--- src/sv/cda_pkg.sv ---
// ----------------------------------------------------------------------------
// Calendar date-time adder package
// Shared types, constants and calendar helper functions.
// ----------------------------------------------------------------------------
package cda_pkg;

   // Number of month-walk stages. Each stage rolls the day over at most one month.
   localparam int DAY_STEPS = 12;

   localparam logic [3:0] MONTH_FEB = 4'd2;
   localparam logic [3:0] MONTH_APR = 4'd4;
   localparam logic [3:0] MONTH_JUN = 4'd6;
   localparam logic [3:0] MONTH_SEP = 4'd9;
   localparam logic [3:0] MONTH_NOV = 4'd11;
   localparam logic [3:0] MONTH_DEC = 4'd12;

   // Years (offset from 2000) that are divisible by 100 but not by 400.
   localparam logic [7:0] YEAR_2100 = 8'd100;
   localparam logic [7:0] YEAR_2200 = 8'd200;

   // Reciprocal of 12 for quotients of values below 270.
   localparam logic [9:0] RECIP12      = 10'd683;
   localparam int         RECIP12_SHIFT = 13;

   // Front-end word: time-of-day sums that are still being carried.
   typedef struct packed {
      logic [7:0] year;
      logic [3:0] month;
      logic [8:0] day;
      logic [8:0] hour;
      logic [8:0] minute;
      logic [5:0] second;
      logic [7:0] add_years;
      logic [7:0] add_months;
      logic [7:0] add_days;
      logic [7:0] add_hours;
   } cda_front_type;

   // Day-walk word: time of day is final, the day still rolls over months.
   typedef struct packed {
      logic [7:0] year;
      logic [3:0] month;
      logic [8:0] day;
      logic [4:0] hour;
      logic [5:0] minute;
      logic [5:0] second;
      logic [7:0] add_years;
      logic [7:0] add_months;
   } cda_item_type;

   // Days in a month; months outside 1..12 count as 31 days.
   function automatic logic [4:0] month_len(input logic [3:0] month, input logic [7:0] year);
      logic leap;
      leap = (year[1:0] == 2'd0) && (year != YEAR_2100) && (year != YEAR_2200);
      unique case (month)
         MONTH_APR, MONTH_JUN, MONTH_SEP, MONTH_NOV: month_len = 5'd30;
         MONTH_FEB: month_len = leap ? 5'd29 : 5'd28;
         default:   month_len = 5'd31;
      endcase
   endfunction

   // Quotient by 60 for values up to 323.
   function automatic logic [2:0] quot60(input logic [8:0] v);
      logic [2:0] q;
      q = '0;
      for (int k = 1; k <= 5; k++) begin
         if (v >= 9'(k * 60)) q = 3'(k);
      end
      return q;
   endfunction

   // Quotient by 24 for values up to 291.
   function automatic logic [3:0] quot24(input logic [8:0] v);
      logic [3:0] q;
      q = '0;
      for (int k = 1; k <= 12; k++) begin
         if (v >= 9'(k * 24)) q = 4'(k);
      end
      return q;
   endfunction

endpackage

--- src/sv/cda_day_step.sv ---
// ----------------------------------------------------------------------------
// Day-walk stage
// Rolls the day sum over one month if it exceeds that month's length.
// ----------------------------------------------------------------------------
module cda_day_step
   import cda_pkg::*;
(
   input  logic         clock,
   input  logic         reset,
   input  logic         advance,
   input  logic         in_valid,
   input  cda_item_type in_item,
   output logic         out_valid,
   output cda_item_type out_item
);

   logic         valid_ff;
   cda_item_type item_ff;
   cda_item_type item_in;
   logic [4:0]   len;

   // Step one month forward when the day does not fit.
   always_comb begin
      item_in = in_item;
      len     = month_len(in_item.month, in_item.year);
      if (in_item.day > 9'(len)) begin
         item_in.day = in_item.day - 9'(len);
         if (in_item.month >= MONTH_DEC) begin
            item_in.month = in_item.month - 4'd11;
            item_in.year  = in_item.year + 8'd1;
         end else begin
            item_in.month = in_item.month + 4'd1;
         end
      end
   end

   // Stage register.
   always_ff @(posedge clock) begin
      if (reset) begin
         valid_ff <= 1'b0;
      end else if (advance) begin
         valid_ff <= in_valid;
      end
      if (advance) begin
         item_ff <= item_in;
      end
   end

   assign out_valid = valid_ff;
   assign out_item  = item_ff;

endmodule

--- src/sv/calendar_datetime_adder_unit.sv ---
// ----------------------------------------------------------------------------
// Calendar date-time adder
// Adds years, months, days, hours, minutes and seconds to a Gregorian
// date-time, carrying smallest unit first.
// ----------------------------------------------------------------------------
// Pipeline: an accepted input word passes 3 time-carry stages, 12 month-walk
// stages and 3 month/year stages on its way to its result word.
// Throughput: one word per cycle; the whole pipeline holds while the
// output word is stalled.
// Reset: synchronous, clears all valid bits; data registers are not reset.
module calendar_datetime_adder_unit
   import cda_pkg::*;
(
   input  logic        clock,
   input  logic        reset,
   input  logic        req_tvalid,
   output logic        req_tready,
   // cur_year, cur_month, cur_day, cur_hour, cur_minute, cur_second, add_years,
   // add_months, add_days, add_hours, add_minutes, add_seconds, zero fill
   input  logic [87:0] req_tdata,
   output logic        rsp_tvalid,
   input  logic        rsp_tready,
   // new_year, new_month, new_day, new_hour, new_minute, new_second, zero fill
   output logic [39:0] rsp_tdata
);

   logic advance;

   // Input fields.
   logic [7:0] cur_year, add_years, add_months, add_days, add_hours;
   logic [7:0] add_minutes, add_seconds;
   logic [3:0] cur_month;
   logic [4:0] cur_day, cur_hour;
   logic [5:0] cur_minute, cur_second;

   assign cur_year    = req_tdata[7:0];
   assign cur_month   = req_tdata[11:8];
   assign cur_day     = req_tdata[16:12];
   assign cur_hour    = req_tdata[21:17];
   assign cur_minute  = req_tdata[27:22];
   assign cur_second  = req_tdata[33:28];
   assign add_years   = req_tdata[41:34];
   assign add_months  = req_tdata[49:42];
   assign add_days    = req_tdata[57:50];
   assign add_hours   = req_tdata[65:58];
   assign add_minutes = req_tdata[73:66];
   assign add_seconds = req_tdata[81:74];

   // The whole pipeline moves unless the output word is held.
   logic out_valid_ff;
   assign advance    = !out_valid_ff || rsp_tready;
   assign req_tready = advance;

   // Stage 1: seconds carry into minutes.
   logic          s1_valid_ff, s2_valid_ff, s3_valid_ff;
   cda_front_type s1_ff, s1_in, s2_ff, s2_in;
   cda_item_type  s3_ff, s3_in;
   logic [8:0]    sec_sum;
   logic [2:0]    sec_q;
   logic [2:0]    min_q;
   logic [3:0]    hour_q;

   always_comb begin
      sec_sum          = 9'(cur_second) + 9'(add_seconds);
      sec_q            = quot60(sec_sum);
      s1_in.year       = cur_year;
      s1_in.month      = cur_month;
      s1_in.day        = 9'(cur_day);
      s1_in.hour       = 9'(cur_hour);
      s1_in.minute     = 9'(cur_minute) + 9'(add_minutes) + 9'(sec_q);
      s1_in.second     = 6'(sec_sum - 9'(sec_q) * 9'd60);
      s1_in.add_years  = add_years;
      s1_in.add_months = add_months;
      s1_in.add_days   = add_days;
      s1_in.add_hours  = add_hours;
   end

   // Stage 2: minutes carry into hours.
   always_comb begin
      s2_in        = s1_ff;
      min_q        = quot60(s1_ff.minute);
      s2_in.minute = s1_ff.minute - 9'(min_q) * 9'd60;
      s2_in.hour   = s1_ff.hour + 9'(s1_ff.add_hours) + 9'(min_q);
   end

   // Stage 3: hours carry into days.
   always_comb begin
      hour_q           = quot24(s2_ff.hour);
      s3_in.year       = s2_ff.year;
      s3_in.month      = s2_ff.month;
      s3_in.day        = s2_ff.day + 9'(s2_ff.add_days) + 9'(hour_q);
      s3_in.hour       = 5'(s2_ff.hour - 9'(hour_q) * 9'd24);
      s3_in.minute     = 6'(s2_ff.minute);
      s3_in.second     = s2_ff.second;
      s3_in.add_years  = s2_ff.add_years;
      s3_in.add_months = s2_ff.add_months;
   end

   always_ff @(posedge clock) begin
      if (reset) begin
         s1_valid_ff <= 1'b0;
         s2_valid_ff <= 1'b0;
         s3_valid_ff <= 1'b0;
      end else if (advance) begin
         s1_valid_ff <= req_tvalid;
         s2_valid_ff <= s1_valid_ff;
         s3_valid_ff <= s2_valid_ff;
      end
      if (advance) begin
         s1_ff <= s1_in;
         s2_ff <= s2_in;
         s3_ff <= s3_in;
      end
   end

   // Month walk: one stage per month that the day may roll over.
   logic         walk_valid [DAY_STEPS+1];
   cda_item_type walk_item  [DAY_STEPS+1];

   assign walk_valid[0] = s3_valid_ff;
   assign walk_item[0]  = s3_ff;

   for (genvar g = 0; g < DAY_STEPS; g++) begin : g_walk
      cda_day_step u_step (
         .clock     (clock),
         .reset     (reset),
         .advance   (advance),
         .in_valid  (walk_valid[g]),
         .in_item   (walk_item[g]),
         .out_valid (walk_valid[g+1]),
         .out_item  (walk_item[g+1])
      );
   end

   // Month stage 1: add the months.
   logic         m1_valid_ff, m2_valid_ff;
   cda_item_type m1_item_ff, m2_item_ff;
   logic [8:0]   m1_sum_ff, m1_sum_in;
   logic [8:0]   m2_sum_ff;
   logic [8:0]   m2_x_ff, m2_x_in;
   logic [4:0]   m2_q_ff, m2_q_in;
   logic [17:0]  m2_prod;
   cda_item_type fin_item;

   assign m1_sum_in = 9'(walk_item[DAY_STEPS].month) + 9'(walk_item[DAY_STEPS].add_months);

   // Month stage 2: quotient of (month - 1) by 12 through the reciprocal.
   always_comb begin
      m2_x_in = m1_sum_ff - 9'd1;
      m2_prod = 18'(m2_x_in) * 18'(RECIP12);
      m2_q_in = m2_prod[RECIP12_SHIFT +: 5];
   end

   // Month stage 3: fold the month and add the years.
   always_comb begin
      fin_item = m2_item_ff;
      if (m2_sum_ff > 9'(MONTH_DEC)) begin
         fin_item.month = 4'(m2_x_ff - 9'(m2_q_ff) * 9'd12 + 9'd1);
         fin_item.year  = m2_item_ff.year + 8'(m2_q_ff) + m2_item_ff.add_years;
      end else begin
         fin_item.month = m2_sum_ff[3:0];
         fin_item.year  = m2_item_ff.year + m2_item_ff.add_years;
      end
   end

   logic [39:0] out_data_ff;

   always_ff @(posedge clock) begin
      if (reset) begin
         m1_valid_ff  <= 1'b0;
         m2_valid_ff  <= 1'b0;
         out_valid_ff <= 1'b0;
      end else if (advance) begin
         m1_valid_ff  <= walk_valid[DAY_STEPS];
         m2_valid_ff  <= m1_valid_ff;
         out_valid_ff <= m2_valid_ff;
      end
      if (advance) begin
         m1_item_ff  <= walk_item[DAY_STEPS];
         m1_sum_ff   <= m1_sum_in;
         m2_item_ff  <= m1_item_ff;
         m2_sum_ff   <= m1_sum_ff;
         m2_x_ff     <= m2_x_in;
         m2_q_ff     <= m2_q_in;
         out_data_ff <= {6'd0, fin_item.second, fin_item.minute, fin_item.hour,
                         fin_item.day[4:0], fin_item.month, fin_item.year};
      end
   end

   assign rsp_tvalid = out_valid_ff;
   assign rsp_tdata  = out_data_ff;

endmodule

--- config.mk ---
export PLATFORM = sky130hd
export DESIGN_NAME = calendar_datetime_adder_unit
export DESIGN_NICKNAME = d
export VERILOG_FILES = /design/src/sv/cda_pkg.sv /design/src/sv/cda_day_step.sv /design/src/sv/calendar_datetime_adder_unit.sv
export SDC_FILE = /design/constraint.sdc
export NUM_CORES = 1
export LEC_CHECK = 0
export ABC_AREA = 1
export BUFFER_PORTS_ARGS = -buffer_cell sky130_fd_sc_hd__clkbuf_2
export CAP_MARGIN = 5
export CORE_ASPECT_RATIO = 0.75
export CORE_MARGIN = 2
export CORE_UTILIZATION = 45
export CTS_BUF_LIST = sky130_fd_sc_hd__clkbuf_4
export CTS_CLUSTER_DIAMETER = 40
export DETAILED_ROUTE_END_ITERATION = 10
export GPL_TIMING_DRIVEN = 0
export SLEW_MARGIN = 20
export SYNTH_ARGS = -nofsm -noshare
export SYNTH_HDL_FRONTEND = slang
export SYNTH_SLANG_ARGS = --single-unit
--- constraint.sdc ---
create_clock -name clock -period 81.3 [get_ports clock]
set_input_delay 12.195 -clock clock [delete_from_list [all_inputs] [get_ports clock]]
set_output_delay 12.195 -clock clock [all_outputs]
set_load 0.02 [all_outputs]
==> impl_metrics.csv <==
group,metric,value,unit
clocking,clk_pin_slew,0.07,ns
finish,syn_to_final_growth,13.67,%
drt,vias_per_cell,4.696,
finish,fillers,7752,
hold_path,hold_path_class,"reg2reg",
setup_path,endpoint_kind,"output pin",
sta,setup_violations,0,
finish,fin_area,47260,sq um
grt,grt_pass1_vias,22390,
finish,multiInputGateArea,10690,sq um
place,gp_congestion,0.8531,
setup_path,cp_slowest_stage_delay,0.39,ns
synth,postSynthCellCount,2909,
grt,antenna_found_initial,8,
flow_run,drv_cap,0,
clocking,cts_tree,"yes",
setup_path,cp-start-kind,"input port",
pwr,vdd_ir_drop_max,0.00004665,V
floorplan,die_h,267.3,um
synth,syn_area_per_cell,14.29,sq um
finish,layout_common_cells,"edfxtp_1 (966), nand2_1 (395), inv_1 (353)",
floorplan,row_count,96,
clocking,hold_buffers,0,
synth,synthTopCellsByArea,"edfxtp_1 (70%), ha_1 (5.9%), nand2_1 (3.6%)",
clocking,cts_resized,0,
sta,period_share,31.99,%
sta,period_needed,26.01,ns
setup_path,crit_fanout,55,
place,place_area,44220,sq um
synth,synth_top_family_by_area,"adder cells",
synth,synth_xor_area_share,4.775,%
synth,synth_cell_types,59,
synth,ys_ff_latch,984,
drt,drtAntennaViolNets,0,
synth,synth-compound-area-share,3.849,%
setup_path,crit_type,"in2out",
floorplan,start_util,45.43,%
grt,track_usage,13.69,%
finish,nNetsFinal,3631,
sta,worst_pin_slew,0.6216,ns
pwr,power_density,39.46,nW/um^2
grt,grt.overflow.total,0,
clocking,cts_root_buf,"clkbuf_4",
floorplan,io_pins,134,
sta,maxSlewViolCount,0,
setup_path,critPathTopFamily,"buffers and inverters",
floorplan,dieWidth,355.0,um
finish,drive_gt1_share,17.43,%
drt,wl_per_cell,13.37,um
floorplan,core,91530,sq um
pwr,p_leak,19.63,nW
run_status,status,"finished clean",
setup_path,path_buf_inv,5,
place,portBuffers,120,
finish,register_area,29370,sq um
sta,max_freq,0.03845,GHz
clocking,clockBufferDepth,3,
drt,drt_pass1_iterations,6,
setup_path,worst_path_max_delay_cell,"clkbuf_4",
sta,fin_worst_skew,0.07797,ns
clocking,htreeDepth,4,
setup_path,required,69.10,ns
grt,grt_pass1_wl,105600,um
finish,final_common_cell,"edfxtp_1",
synth,synth_top_area_share,69.76,%
synth,ys_seq_area_share,70.63,%
sta,whs,0.3955,ns
synth,synth_fa_ha_area_share,8.660,%
setup_path,critPathArrivalTime,13.81,ns
setup_path,path_cells,"clkbuf_2 > nor2_2 > clkinv_1 > clkbuf_4 > buf_16 > clkbuf_2",
setup_path,cp_common_cell,"clkbuf_2",
synth,muxShareOfSynthArea,0.05416,%
sta,slew-limit-headroom,58.42,%
floorplan,die-area,94880,sq um
clocking,clock_latency,1.11,ns
clocking,postCtsSetupBuffers,0,
sta,rsz0062_at_grt,"no",
place,hpwl,42050,um
sta,setup_tns,0,ns
drt,drc,0,
grt,grt_max_degree,61,
synth,synth_warnings,0,
synth,synth_area_leader_cell,"edfxtp_1",
clocking,numCtsBuffers,232,
clocking,clock_sinks,984,
synth,synth_simple_gate_area_share,8.311,%
drt,wl,62920,um
drt,vias,22100,
synth,syn-cell-area,41580,sq um
sta,hold_violations,0,
drt,drt_iter0_drc,1286,
==> cell type report <==
cell class | instances | area share [%]
Antenna cell | 4 | 0.02118
Buffer | 21 | 0.3177
Tap cell | 1225 | 3.243
Multi-Input combinational cell | 1538 | 22.61
Inverter | 371 | 2.957
Clock buffer | 340 | 5.400
Timing Repair Buffer | 138 | 2.287
Clock inverter | 84 | 1.024
Sequential cell | 984 | 62.14
==> cells in the mapped netlist, drive strengths merged <==
library cell and number:
nand3 70, inv 369, edfxtp 966, or2 11, fa 58, xnor2 58
conb 1, nor4 15, o211ai 18, a221o 1, a21o 3, xor2 167
nand3b 3, a311oi 1, and3 3, a21oi 81, o21a 1, clkbuf 4
nor2 171, o22ai 4, a211oi 3, ha 195, nor3 59, clkinv 2
dfxtp 18, o21ai 144, and2 3, a22oi 1, a41oi 7, a21boi 3
a31oi 11, mux2 2, o311ai 4, o21bai 1, nand4 25, nand2 409
buf 17
==> worst reg2reg max path, delay by kind of cell (launching register included) <==
family / cells / cell delay (ns)
and+or+nand+nor: 12 / 1.47
AOI/OAI and AO/OA: 1 / 0.39
xor gates and xnor gates: 1 / 0.28
adders and majority gates: 5 / 2.12
DFF: 1 / 0.47
buffers and inverters: 6 / 0.44
==> routing by layer <==
metal	up-vias	share of wire, %	track usage, %
met4	2	2.9	7.089
li1	11140	-	-
met3	141	6.2	4.184
met5	-	0.021	0
met2	521	44	20.28
met1	10290	47	18.22
==> power by group <==
group | switching, mW | internal (mW) | leakage, nW | total [mW]
logic | 0.370 | 0.247 | 7.41 | 0.617
registers | 0.0783 | 0.776 | 10.4 | 0.854
clock network | 0.191 | 0.203 | 1.79 | 0.394
==> cells by family after synthesis <==
logic type                 count (synthesis)
DFF                                      984
and+or+nand+nor                          769
buffers and inverters                    392
AOI/OAI and AO/OA                        283
adders and majority gates                253
xor gates and xnor gates                 225
muxes                                      2
other                                      1
==> per-stage QoR <==
stage          instances  worst slack [ns]  utilization, %  power (mW)
2_1_floorplan       2914             30.43               -       1.313
3_3_place_gp        4259             17.79           47.78       1.462
3_5_place_dp        4277             55.30           48.31       1.483
4_1_cts             4701             55.30           51.63       1.895
5_1_grt             4705             55.15           51.64       2.040
6_report            4705             55.29           51.64       1.865
==> registers in the layout, summed over array words and instances (netlist names), 4 cells and up <==
| signal | flops |
|---|---|
| m2_sum_ff | 9 |
| m1_item_ff | 38 |
| s1_ff | 69 |
| rsp_tdata | 34 |
| m2_q_ff | 5 |
| m1_sum_ff | 9 |
| g_walk.u_step.out_valid | 12 |
| fin_item | 30 |
| m2_x_ff | 4 |
| s3_ff | 54 |
| s2_ff | 62 |
| g_walk.u_step.out_item | 644 |
| m2_item_ff | 8 |
==> final timing paths <==
path                              startpoint    endpoint  slack [ns]  depth (start not counted)
worst min register to register     s1_ff[56]   s2_ff[56]        0.40                          0
worst max-delay path              rsp_tready  req_tready       55.29                          6
worst min-delay path               s1_ff[56]   s2_ff[56]        0.40                          0
worst max register to register  m1_sum_ff[2]  m2_q_ff[4]       75.95                         25
No activity file was read; power rests on OpenSTA's default activity.
